==> src/rtl/core/gdau_pkg.sv <==
package gdau_pkg;

    localparam int unsigned EPOCH_JDN = 1721425;
    localparam int unsigned FIRST_JDN = 1721426;
    localparam int unsigned LAST_JDN  = 5373484;

    localparam logic [13:0] DEF_YEAR  = 14'd1959;
    localparam logic [3:0]  DEF_MONTH = 4'd5;
    localparam logic [4:0]  DEF_DAY   = 5'd11;

    localparam logic [3:0]  MONTH_JAN = 4'd1;
    localparam logic [3:0]  MONTH_FEB = 4'd2;
    localparam logic [3:0]  MONTH_DEC = 4'd12;
    localparam logic [13:0] YEAR_MAX  = 14'd9999;

    typedef struct packed {
        logic        ok;
        logic        lo;
        logic        hi;
        logic [22:0] jd;
        logic [2:0]  wd;
        logic [8:0]  yday;
        logic [22:0] diff;
    } t_side;

    // Exact quotient by 100 for any 14-bit value.
    function automatic logic [7:0] div100(input logic [13:0] x);
        logic [26:0] p;
        p = 27'(x) * 27'd5243;
        return p[26:19];
    endfunction

    function automatic logic [4:0] month_len(input logic [3:0] m, input logic leap);
        logic [4:0] n;
        unique case (m)
            4'd2:                      n = leap ? 5'd29 : 5'd28;
            4'd4, 4'd6, 4'd9, 4'd11:   n = 5'd30;
            default:                   n = 5'd31;
        endcase
        return n;
    endfunction

    // Days of a common year that precede the month.
    function automatic logic [8:0] days_before(input logic [3:0] m);
        logic [8:0] n;
        unique case (m)
            4'd1:    n = 9'd0;
            4'd2:    n = 9'd31;
            4'd3:    n = 9'd59;
            4'd4:    n = 9'd90;
            4'd5:    n = 9'd120;
            4'd6:    n = 9'd151;
            4'd7:    n = 9'd181;
            4'd8:    n = 9'd212;
            4'd9:    n = 9'd243;
            4'd10:   n = 9'd273;
            4'd11:   n = 9'd304;
            4'd12:   n = 9'd334;
            default: n = 9'd0;
        endcase
        return n;
    endfunction

endpackage

==> src/rtl/core/gregorian_date_arithmetic_unit.sv <==
// Channel  | Dir | Handshake              | Payload
// s (in)   | in  | i_s_tvalid, o_s_tready | i_s_tdata, 72 bits
// m (out)  | out | o_m_tvalid, i_m_tready | o_m_tdata, 88 bits
//
// One request enters per clock while the output is not stalled; results leave in request order.
// The pipeline has ten register stages: two for date to day number, one for
// the offset and range check, and seven for day number back to date.
// Reset is synchronous and clears only the stage valid bits.
// A stall at the output freezes every stage, so nothing is lost or repeated.
module gregorian_date_arithmetic_unit (
    input  logic        i_clk,
    input  logic        i_rst_n,
    input  logic        i_s_tvalid,
    output logic        o_s_tready,
    // in_month, in_day, in_year, day_offset, other_month, other_day, other_year
    input  logic [71:0] i_s_tdata,
    output logic        o_m_tvalid,
    input  logic        i_m_tready,
    // date_valid, out_month, out_day, out_year, out_of_range, day_number,
    // weekday, year_day, days_between
    output logic [87:0] o_m_tdata
);
    import gdau_pkg::*;

    logic               adv;
    logic [9:0]         r_vld;
    logic [22:0]        r_off1;
    logic [22:0]        r_off2;

    logic               w_ok;
    logic [22:0]        w_jd;
    logic [8:0]         w_yday;
    logic               w_ook;
    logic [22:0]        w_ojd;
    logic [8:0]         w_oyday;

    logic signed [24:0] sjd;
    logic               lo;
    logic               hi;
    logic [5:0]         dsum;
    logic [3:0]         dfold;
    logic [2:0]         wd;
    t_side              n_side;
    t_side              r_side3;
    logic [21:0]        r_z3;
    t_side              r_sd [0:6];
    t_side              so;

    logic [3:0]         f_month;
    logic [4:0]         f_day;
    logic [13:0]        f_year;
    logic [3:0]         out_month;
    logic [4:0]         out_day;
    logic [13:0]        out_year;

    assign adv        = !r_vld[9] || i_m_tready;
    assign o_s_tready = adv;
    assign o_m_tvalid = r_vld[9];

    gdau_to_jdn u_base (
        .i_clk   (i_clk),
        .i_en    (adv),
        .i_month (i_s_tdata[3:0]),
        .i_day   (i_s_tdata[8:4]),
        .i_year  (i_s_tdata[22:9]),
        .o_ok    (w_ok),
        .o_jd    (w_jd),
        .o_yday  (w_yday)
    );

    gdau_to_jdn u_other (
        .i_clk   (i_clk),
        .i_en    (adv),
        .i_month (i_s_tdata[49:46]),
        .i_day   (i_s_tdata[54:50]),
        .i_year  (i_s_tdata[68:55]),
        .o_ok    (w_ook),
        .o_jd    (w_ojd),
        .o_yday  (w_oyday)
    );

    always_comb begin
        sjd   = $signed({2'b00, w_jd}) + $signed({{2{r_off2[22]}}, r_off2});
        lo    = sjd < $signed(25'(FIRST_JDN));
        hi    = sjd > $signed(25'(LAST_JDN));
        dsum  = 6'(w_jd[2:0]) + 6'(w_jd[5:3]) + 6'(w_jd[8:6]) + 6'(w_jd[11:9])
              + 6'(w_jd[14:12]) + 6'(w_jd[17:15]) + 6'(w_jd[20:18]) + 6'(w_jd[22:21]);
        dfold = 4'(dsum[5:3]) + 4'(dsum[2:0]);
        wd    = (dfold >= 4'd7) ? 3'(dfold - 4'd7) : 3'(dfold);
        n_side.ok   = w_ok;
        n_side.lo   = lo;
        n_side.hi   = hi;
        n_side.jd   = w_jd;
        n_side.wd   = wd;
        n_side.yday = w_yday;
        n_side.diff = w_ojd - w_jd;
    end

    always_ff @(posedge i_clk) begin
        if (!i_rst_n) begin
            r_vld <= '0;
        end else if (adv) begin
            r_vld <= {r_vld[8:0], i_s_tvalid};
        end
    end

    always_ff @(posedge i_clk) begin
        if (adv) begin
            r_off1  <= i_s_tdata[45:23];
            r_off2  <= r_off1;
            r_side3 <= n_side;
            r_z3    <= (lo || hi) ? 22'd0 : 22'(sjd - $signed(25'(FIRST_JDN)));
            r_sd[0] <= r_side3;
            for (int k = 1; k < 7; k++) begin
                r_sd[k] <= r_sd[k-1];
            end
        end
    end

    gdau_from_jdn u_date (
        .i_clk   (i_clk),
        .i_en    (adv),
        .i_z     (r_z3),
        .o_month (f_month),
        .o_day   (f_day),
        .o_year  (f_year)
    );

    always_comb begin
        so = r_sd[6];
        if (so.lo) begin
            out_month = MONTH_JAN;
            out_day   = 5'd1;
            out_year  = 14'd1;
        end else if (so.hi) begin
            out_month = MONTH_DEC;
            out_day   = 5'd31;
            out_year  = YEAR_MAX;
        end else begin
            out_month = f_month;
            out_day   = f_day;
            out_year  = f_year;
        end
        o_m_tdata = {5'd0, so.diff, so.yday, so.wd, so.jd, so.lo || so.hi,
                     out_year, out_day, out_month, so.ok};
    end

    // A substituted base date is always the default date.
    assert property (@(posedge i_clk) disable iff (!i_rst_n)
        (o_m_tvalid && !so.ok) |-> (so.jd == 23'd2436700))
        else $error("default date has wrong day number");

    assert property (@(posedge i_clk) disable iff (!i_rst_n)
        o_m_tvalid |-> !(so.lo && so.hi) && (so.wd <= 3'd6))
        else $error("range flags or weekday inconsistent");

    assert property (@(posedge i_clk) disable iff (!i_rst_n)
        (o_m_tvalid && !so.lo && !so.hi) |->
            (f_month >= MONTH_JAN) && (f_month <= MONTH_DEC) &&
            (f_day != 5'd0) && (f_year != 14'd0) && (f_year <= YEAR_MAX))
        else $error("shifted date outside the calendar");

endmodule

==> src/rtl/core/gdau_to_jdn.sv <==
module gdau_to_jdn (
    input  logic        i_clk,
    input  logic        i_en,
    input  logic [3:0]  i_month,
    input  logic [4:0]  i_day,
    input  logic [13:0] i_year,
    output logic        o_ok,
    output logic [22:0] o_jd,
    output logic [8:0]  o_yday
);
    import gdau_pkg::*;

    logic [7:0]  q100;
    logic [13:0] back;
    logic        leap;
    logic        ok;
    logic [3:0]  m;
    logic [4:0]  d;
    logic [13:0] y;
    logic        lp;
    logic [8:0]  n_yday;
    logic [22:0] n_jd;

    logic        r_ok1;
    logic [13:0] r_ym1;
    logic [8:0]  r_yday1;
    logic        r_ok2;
    logic [22:0] r_jd2;
    logic [8:0]  r_yday2;

    always_comb begin
        q100 = div100(i_year);
        back = 14'({6'd0, q100} * 14'd100);
        leap = (i_year[1:0] == 2'd0) && ((back != i_year) || (q100[1:0] == 2'd0));
        ok   = (i_year != 14'd0) && (i_year <= YEAR_MAX) &&
               (i_month >= MONTH_JAN) && (i_month <= MONTH_DEC) &&
               (i_day != 5'd0) && (i_day <= month_len(i_month, leap));
        y    = ok ? i_year  : DEF_YEAR;
        m    = ok ? i_month : DEF_MONTH;
        d    = ok ? i_day   : DEF_DAY;
        lp   = ok && leap;
        n_yday = days_before(m) + 9'(d) + 9'(lp && (m > MONTH_FEB));
    end

    always_comb begin
        n_jd = 23'(EPOCH_JDN) + 23'(r_yday1) + 23'(23'(r_ym1) * 23'd365)
             + 23'(r_ym1[13:2]) - 23'(div100(r_ym1)) + 23'(div100({2'd0, r_ym1[13:2]}));
    end

    always_ff @(posedge i_clk) begin
        if (i_en) begin
            r_ok1   <= ok;
            r_ym1   <= y - 14'd1;
            r_yday1 <= n_yday;
            r_ok2   <= r_ok1;
            r_jd2   <= n_jd;
            r_yday2 <= r_yday1;
        end
    end

    assign o_ok   = r_ok2;
    assign o_jd   = r_jd2;
    assign o_yday = r_yday2;

endmodule

==> src/rtl/core/gdau_from_jdn.sv <==
module gdau_from_jdn (
    input  logic        i_clk,
    input  logic        i_en,
    input  logic [21:0] i_z,
    output logic [3:0]  o_month,
    output logic [4:0]  o_day,
    output logic [13:0] o_year
);
    import gdau_pkg::*;

    // P4: estimate of 400-year cycles
    logic [36:0] pa;
    logic [21:0] r_z4;
    logic [4:0]  r_qa4;
    // P5: corrected cycles and remainder
    logic [21:0] ra0;
    logic [4:0]  r_a5;
    logic [17:0] r_ra5;
    // P6: centuries
    logic [1:0]  nb;
    logic [4:0]  r_a6;
    logic [1:0]  r_b6;
    logic [15:0] r_rb6;
    // P7: estimate of 4-year cycles
    logic [37:0] pc;
    logic [4:0]  r_a7;
    logic [1:0]  r_b7;
    logic [15:0] r_rb7;
    logic [4:0]  r_qc7;
    // P8: corrected 4-year cycles
    logic [15:0] rc0;
    logic [4:0]  r_a8;
    logic [1:0]  r_b8;
    logic [4:0]  r_c8;
    logic [10:0] r_rc8;
    // P9: single years, year and ordinal day
    logic [1:0]  nd;
    logic [13:0] r_year9;
    logic [8:0]  r_doy9;
    logic        r_leap9;
    // P10: month and day
    logic [8:0]  thr [1:12];
    logic [3:0]  nm;
    logic [3:0]  r_month;
    logic [4:0]  r_day;
    logic [13:0] r_year;

    always_comb begin
        pa  = 37'(i_z) * 37'd29398;
        ra0 = r_z4 - 22'(22'(r_qa4) * 22'd146097);
        nb  = (r_ra5 >= 18'd109572) ? 2'd3 :
              (r_ra5 >= 18'd73048)  ? 2'd2 :
              (r_ra5 >= 18'd36524)  ? 2'd1 : 2'd0;
        pc  = 38'(r_rb6) * 38'd2939744;
        rc0 = r_rb7 - 16'(16'(r_qc7) * 16'd1461);
        nd  = (r_rc8 >= 11'd1095) ? 2'd3 :
              (r_rc8 >= 11'd730)  ? 2'd2 :
              (r_rc8 >= 11'd365)  ? 2'd1 : 2'd0;
        nm  = MONTH_JAN;
        for (int k = 1; k <= 12; k++) begin
            thr[k] = days_before(4'(k)) + 9'(r_leap9 && (k > 2));
        end
        for (int k = 2; k <= 12; k++) begin
            nm = nm + 4'(r_doy9 >= thr[k]);
        end
    end

    always_ff @(posedge i_clk) begin
        if (i_en) begin
            r_z4  <= i_z;
            r_qa4 <= pa[36:32];

            if (ra0 >= 22'd146097) begin
                r_a5  <= r_qa4 + 5'd1;
                r_ra5 <= 18'(ra0 - 22'd146097);
            end else begin
                r_a5  <= r_qa4;
                r_ra5 <= 18'(ra0);
            end

            r_a6  <= r_a5;
            r_b6  <= nb;
            r_rb6 <= 16'(r_ra5 - 18'(18'(nb) * 18'd36524));

            r_a7  <= r_a6;
            r_b7  <= r_b6;
            r_rb7 <= r_rb6;
            r_qc7 <= pc[36:32];

            r_a8 <= r_a7;
            r_b8 <= r_b7;
            if (rc0 >= 16'd1461) begin
                r_c8  <= r_qc7 + 5'd1;
                r_rc8 <= 11'(rc0 - 16'd1461);
            end else begin
                r_c8  <= r_qc7;
                r_rc8 <= 11'(rc0);
            end

            r_year9 <= 14'(14'(r_a8) * 14'd400) + 14'(14'(r_b8) * 14'd100)
                     + 14'({r_c8, 2'b00}) + 14'(nd) + 14'd1;
            r_doy9  <= 9'(r_rc8 - 11'(11'(nd) * 11'd365));
            r_leap9 <= (nd == 2'd3) && ((r_c8 != 5'd24) || (r_b8 == 2'd3));

            r_month <= nm;
            r_day   <= 5'(r_doy9 - thr[nm] + 9'd1);
            r_year  <= r_year9;
        end
    end

    assign o_month = r_month;
    assign o_day   = r_day;
    assign o_year  = r_year;

endmodule

==> config.mk <==
export PLATFORM = sky130hd
export DESIGN_NAME = gregorian_date_arithmetic_unit
export DESIGN_NICKNAME = d
export VERILOG_FILES = /design/src/rtl/core/gdau_pkg.sv /design/src/rtl/core/gregorian_date_arithmetic_unit.sv /design/src/rtl/core/gdau_to_jdn.sv /design/src/rtl/core/gdau_from_jdn.sv
export SDC_FILE = /design/constraint.sdc
export NUM_CORES = 2
export LEC_CHECK = 0
export BUFFER_PORTS_ARGS = -buffer_cell sky130_fd_sc_hd__buf_4
export CORE_MARGIN = 2
export CORE_UTILIZATION = 55
export CTS_CLUSTER_SIZE = 28
export DETAILED_ROUTE_END_ITERATION = 8
export PLACE_DENSITY = 0.81
export SYNTH_ARGS = -nofsm -noshare
export SYNTH_HDL_FRONTEND = slang
export SYNTH_SLANG_ARGS = --single-unit
==> constraint.sdc <==
create_clock -name i_clk -period 22.8 [get_ports i_clk]
set_clock_uncertainty 0.15 [all_clocks]
set_input_delay 2.28 -clock i_clk [delete_from_list [all_inputs] [get_ports i_clk]]
set_output_delay 2.28 -clock i_clk [all_outputs]
set_load 0.005 [all_outputs]
Yosys cells after proc, flatten, opt, wreduce, memory -nomap -nowiden --
Memories as Yosys holds them, arrays and structs flattened. Cells that the tools add are included.
Storage, ports and cells: memory bits (writable) 427, word-level logic and storage cells 240, register bits after elaboration 413, memories 3, memory bits (read-only) 288
Cells by class: $mul 18, multiplexer cells 32, add/sub/neg operators 63, $lt $le $gt $ge 33, bitwise gates (word level) 1, eq/ne operators 15, reductions and logical operators 34
Memories:
- r_sd | depth 7, width 61, read ports 7, clocked after memory_dff 0, wr ports 7, line gregorian_date_arithmetic_unit.sv:46 | t_side r_sd [0:6];
- (name not given) | depth 16, width 9, read ports 1, clocked after memory_dff 0, wr ports 0, line gdau_pkg.sv:46 | unique case (m)
- (name not given) | depth 16, width 9, read ports 1, clocked after memory_dff 0, wr ports 0, line gdau_pkg.sv:46
Operators by type and width (number):
- 14-bit by 13-bit multiplier with 27-bit output (second input constant) | 4
- 9-bit >= comparator | 7
- 14-bit two-way mux | 4
- 12-bit by 13-bit multiplier with 25-bit output (second input constant) | 2
- 23-bit by 12-bit adder with 23-bit output | 2
- 23-bit adder | 2
- 23-bit by 6-bit adder with 23-bit output | 2
- 14-bit by 9-bit multiplier with 23-bit output (second input constant) | 2
- 23-bit by 8-bit subtractor with 23-bit output | 2
- 21-bit by 9-bit adder with 22-bit output (first input constant) | 2
- 4-bit by 1-bit adder with 4-bit output | 10
- 5-bit two-way mux | 8
- 8-bit by 1-bit adder with 9-bit output (first input constant) | 4
- 9-bit binary-select mux with 4-bit select | 1
- 18-bit by 17-bit >= comparator with 1-bit output (second input constant) | 2
- 22-bit by 14-bit multiplier with 36-bit output (second input constant) | 1
- 16-bit by 17-bit multiplier with 32-bit output (second input constant) | 1
- 16-bit subtractor | 2
- 14-bit less-or-equal comparator (second input constant) | 2
- 14-bit inequality test | 2
- 14-bit nonzero test | 2
- 14-bit by 1-bit subtractor with 14-bit output (second input constant) | 2
- 9-bit by 1-bit adder with 9-bit output (first input constant) | 3
- 24-bit by 23-bit adder with 25-bit output | 1
- other kinds (66) | 126

Depth between registers and ports, before layout --
depth in word-level cells 18, mapped depth 59, depth with buffers taken out 59

Hierarchy --
From an unflattened synthesis, not the netlist that was laid out.
Second synthesis, totals: cell total of the unflattened synthesis 6531, area, all modules 77254.1 um^2
By module, submodules not included:
- gdau_from_jdn | instances 1, area an instance 23161.0 um^2, seq. area each 5134.9 um^2, cells an instance 2178
- gregorian_date_arithmetic_unit | instances 1, area an instance 21739.6 um^2, seq. area each 16896.2 um^2, cells an instance 1248
- gdau_to_jdn at u_base | instances 1, area an instance 16341.9 um^2, seq. area each 1711.6 um^2, cells an instance 1576
- gdau_to_jdn at u_other | instances 1, area an instance 16011.6 um^2, seq. area each 1711.6 um^2, cells an instance 1529

Worst setup path before layout --
No wires, ideal clock.
kind in2reg, start in i_m_tready, end reg r_off1[0], enable pin, arrival 17457 ps, path buffers 0, slack -1270 ps, cell stages on the path 2, library setup time 6463 ps, required time 16187 ps, cell sequence nor2b_1 -> clkinv_1
Between the ends: word-level cells in the longest chain between the ends 1
RTL lines:
- start: declaration | line gregorian_date_arithmetic_unit.sv:18 | input logic i_m_tready,
- 1-bit logical OR | line gregorian_date_arithmetic_unit.sv:56 | assign adv = !r_vld[9] || i_m_tready;
- net o_s_tready | line gregorian_date_arithmetic_unit.sv:14 | output logic o_s_tready,
- end signal: assignment | line gregorian_date_arithmetic_unit.sv:109 | r_off1 <= i_s_tdata[45:23];
- end: declaration | line gregorian_date_arithmetic_unit.sv:27 | logic [22:0] r_off1;
The timed path passes the listed nets, and every way through them passes these cells. A chain may end at the register's enable or synchronous reset.

Final worst setup path --
start in i_s_tdata[14], end reg u_base.r_yday1[8], data pin
Between the ends: word-level cells in the longest chain between the ends 13, elaborated cells on any way between the ends 24, those cells by class add/sub (2); mul (2); order compare (3); eq/ne (1); mux (4); reduce/logical (11); memory (1)
RTL lines:
- start: declaration | line gregorian_date_arithmetic_unit.sv:16 | input logic [71:0] i_s_tdata,
- 14-bit by 13-bit multiplier with 27-bit output | line gdau_pkg.sv:29 | p = 27'(x) * 27'd5243;
- 8-bit by 5-bit multiplier with 12-bit output | line gdau_to_jdn.sv:33 | back = 14'({6'd0, q100} * 14'd100);
- 14-bit inequality test | line gdau_to_jdn.sv:34 | leap = (i_year[1:0] == 2'd0) && ((back != i_year) || (q100[1:0] == 2'd0));
- 1-bit logical OR | line gdau_to_jdn.sv:34
- 1-bit logical AND | line gdau_to_jdn.sv:34
- 1-bit two-way mux | line gdau_pkg.sv:36 | 4'd2: n = leap ? 5'd29 : 5'd28;
- 5-bit one-hot mux with 2 select lines | line gdau_pkg.sv:35 | unique case (m)
- 5-bit less-or-equal comparator | line gdau_to_jdn.sv:37 | (i_day != 5'd0) && (i_day <= month_len(i_month, leap));
- 1-bit logical AND | line gdau_to_jdn.sv:37
- 4-bit two-way mux | line gdau_to_jdn.sv:39 | m = ok ? i_month : DEF_MONTH;
- memory read 16 x 9 bit / 4-bit by 2-bit > comparator with 1-bit output (equally long branches)
- 9-bit by 5-bit adder with 9-bit output / 1-bit logical AND (equally long branches) | line gdau_to_jdn.sv:42 | n_yday = days_before(m) + 9'(d) + 9'(lp && (m > MONTH_FEB));
- 9-bit by 1-bit adder with 9-bit output * | line gdau_to_jdn.sv:42
- net u_base.n_yday[8] | line gdau_to_jdn.sv:21 | logic [8:0] n_yday;
- end signal: assignment | line gdau_to_jdn.sv:54 | r_yday1 <= n_yday;
- end: declaration | line gdau_to_jdn.sv:26 | logic [8:0] r_yday1;
The timed path passes the listed nets; every way through them passes the cells marked *.

==> results by group <==
Outcome
  • Status: completed

Floorplanning
  • Die Y: 374 um
  • Row count: around 140
  • Die ar.: 0.140 sq mm
  • Core region area: about 0.14 sq mm
  • Die W: roughly 370 um
  • I/O Pins: ~170
  • Starting Density: a little under three fifths

Setup path
  • CP max stage cell: fa_1
  • Critical path startpoint category: input pin
  • Max Fanout on Critical Path: 14
  • R2R cell count: 36
  • Critical Path End Type: register
  • CP Class: input pin to register
  • Most used cell, CP: inv_1
  • CP peak stage delay: approximately 0.57 ns
  • CP Data Required Time: between 20 and 25 ns
  • Worst Path Arrival: about 15 ns

Layout
  • Final core utilization: between 50% and 60%
  • Layout Nets: 8650
  • Post-layout instance area: between 0.08 and 0.09 sq mm
  • Share of layout cells above drive strength 1: about 5.6%
  • Area Growth Syn to Fin: 7.78%

Place
  • GP Congestion: around 0.91
  • DP Worst Slack: just under 8 ns
  • Port Buffers: between 150 and 200
  • Placed Area: just under 0.08 sq mm
  • Dpl hpwl: approximately 120000 um

Detailed routing
  • Post-DR vias/cell: 5.42
  • DRT antenna net count: 0
  • DR WL/cell: about 18 um
  • Initial DRT Pass Iterations: 5
  • WL final: approximately 150000 um
  • DRC violation total after the first TritonRoute iteration: about 2500
  • Remaining DRCs: 0
  • Vias: ~45000

STA
  • Final min period: roughly 14 ns
  • Pin slew with the least headroom to its limit: 1.08 ns
  • Endpoints failing hold: 0
  • Fin worst setup slack: 8.32 ns
  • RSZ-0062 raised after global routing: false
  • Final critical-path share of the clock period: 63.5%
  • Setup TNS: 0 ns
  • Setup violators final: 0
  • Max-slew headroom: roughly 28%
  • Pins Over Slew Limit: 0
  • Fmax: a little under 70 MHz

CTS
  • CTS sink count: between 800 and 900
  • Number of gates resized after CTS: 0
  • Clock transition at path regs: ~0.07 ns
  • Clock Path Buffers: 3
  • Root Buffer: clkbuf_16
  • # hold bufs at CTS: 0
  • Post-CTS setup buffer count: 0
  • H-tree Lvls: 3
  • Clock latency on the worst-skew pair: between 0.7 and 0.8 ns
  • Total CTS buffers: between 80 and 90
  • CTS tree: done

Logic synthesis
  • Mapped Area: between 0.07 and 0.08 sq mm
  • Synth top area share: approximately a third
  • Syn Area/Cell: approximately 12 sq um
  • Seq cells post-synth: 840
  • Asr flop ratio synth: 0%
  • Yosys top cell by area: edfxtp_1
  • Synth warn: 0
  • Ys flop type: edfxtp_1
  • Count leader, synth: inv_1
  • Synth top cells by count: inv_1, ha_1, edfxtp_1
  • Synth top area cells: edfxtp_1, fa_1, ha_1, inv_1, xnor2_1
  • Sequential cell area fraction in the yosys report: ~33%
  • Post-synth EDFFs: 830
  • Synth cell types: 97
  • Post-Syn Instances: approximately 6300

GRT
  • Largest net degree at the start of global routing: roughly 180
  • GRT Util Overall: between 20% and 30%
  • Grt ovf: 0
  • Vias in the first global route: 48300
  • First-pass GRT wire length: between 200000 and 250000 um
  • Initial antenna violation count: 7

Min path
  • Worst hold path type: register to register
  • Hold depth: 0

Job
  • Maximum Capacitance Violations: 0
## final cells by class
type / count / area, sq um
fillers: 10700 / 54600
multi-input cells: 3992 / 44300
flip-flops and latches: 840 / 25100
inverters: 1410 / 5310
well taps: 1781 / 2230
clock buffers: 100 / 2230
repair buffers: 172 / 1320
clock inverters: 59 / 692
diodes: 1 / 2.50
## layer usage
metal	global-route usage [%]	share of wire [%]	vias to the layer above
met5	0	0.068	-
met4	6.58	3.0	14
met3	3.44	4.9	294
met2	38.5	50	972
met1	28.3	42	22600
li1	-	-	21400
## registers in the layout, indices dropped and copies added (netlist names), 11 cells and up
register,count
r_side3,61
r_off2,23
u_date.r_rb6,16
u_date.o_year,14
r_sd,427
u_other.r_ym1,14
u_date.r_z4,22
r_z3,22
u_base.r_ym1,14
u_other.o_jd,23
r_off1,23
u_date.r_ra5,18
u_date.r_rb7,16
u_date.r_year9,14
u_date.r_rc8,11
u_base.o_jd,23
## through the flow
step	hold WS [ns]	std cells
after CTS	0.234	8354
after detailed placement	0.255	8195
after global placement	0.251	8195
after floorplan	0.250	6341
after global routing	0.244	8354
final	0.241	8355
## cell usage in the layout, fill, tap and decap left out, drive strengths merged, types with 25 or more instances in the layout
| master | netlist | layout |
|---|---|---|
| a211oi | 28 | 28 |
| a21boi | 27 | 27 |
| a21o | 102 | 102 |
| a21oi | 181 | 181 |
| a31oi | 29 | 29 |
| and2 | 35 | 35 |
| and3 | 25 | 25 |
| buf | 73 | 172 |
| clkbuf | 26 | 100 |
| clkinv | 3 | 37 |
| edfxtp | 830 | 830 |
| fa | 822 | 822 |
| ha | 1249 | 1249 |
| inv | 1407 | 1418 |
| nand2 | 196 | 196 |
| nand2b | 45 | 45 |
| nand3 | 67 | 67 |
| nand4 | 31 | 31 |
| nor2 | 219 | 219 |
| nor2b | 42 | 42 |
| nor3 | 59 | 59 |
| o211ai | 28 | 28 |
| o21a | 41 | 41 |
| o21ai | 141 | 141 |
| o21bai | 26 | 26 |
| xnor2 | 240 | 240 |
| xor2 | 91 | 91 |
## final timing paths
kind	startpoint	to	slack [ns]
setup / recovery	i_s_tdata[14]	u_base.r_yday1[8]	8.32
hold / removal	u_base.o_yday[5]	r_side3[28]	0.24
setup reg to reg	u_other.r_ym1[11]	u_other.o_jd[22]	11.29
hold reg to reg	u_base.o_yday[5]	r_side3[28]	0.24
## cell families (layout without fill, tap and decap cells)
logic type	after synthesis	count (layout)	synth area share, %
adder cells (fa/ha/maj)	2071	2071	42.6
buffers and inverters	1509	1741	7.86
flip-flops	840	840	33.3
AND/OR/NAND/NOR	830	830	5.55
AO/OA/AOI/OAI	734	734	6.56
XOR/XNOR	331	331	3.85
multiplexers	21	21	0.282
other	1	6	0.00497
## critical path, delay by kind of cell
family	cells	cell delay (ns)
adders and majority gates	14	5.37
AOI/OAI and AO/OA	17	2.75
and+or+nand+nor	10	2.27
buffers and inverters	11	1.26
xor gates and xnor gates	3	0.78
Power is left out: the tool's default activity adds up to more than one toggle a clock period on the data nets, which glitch-free logic cannot reach.
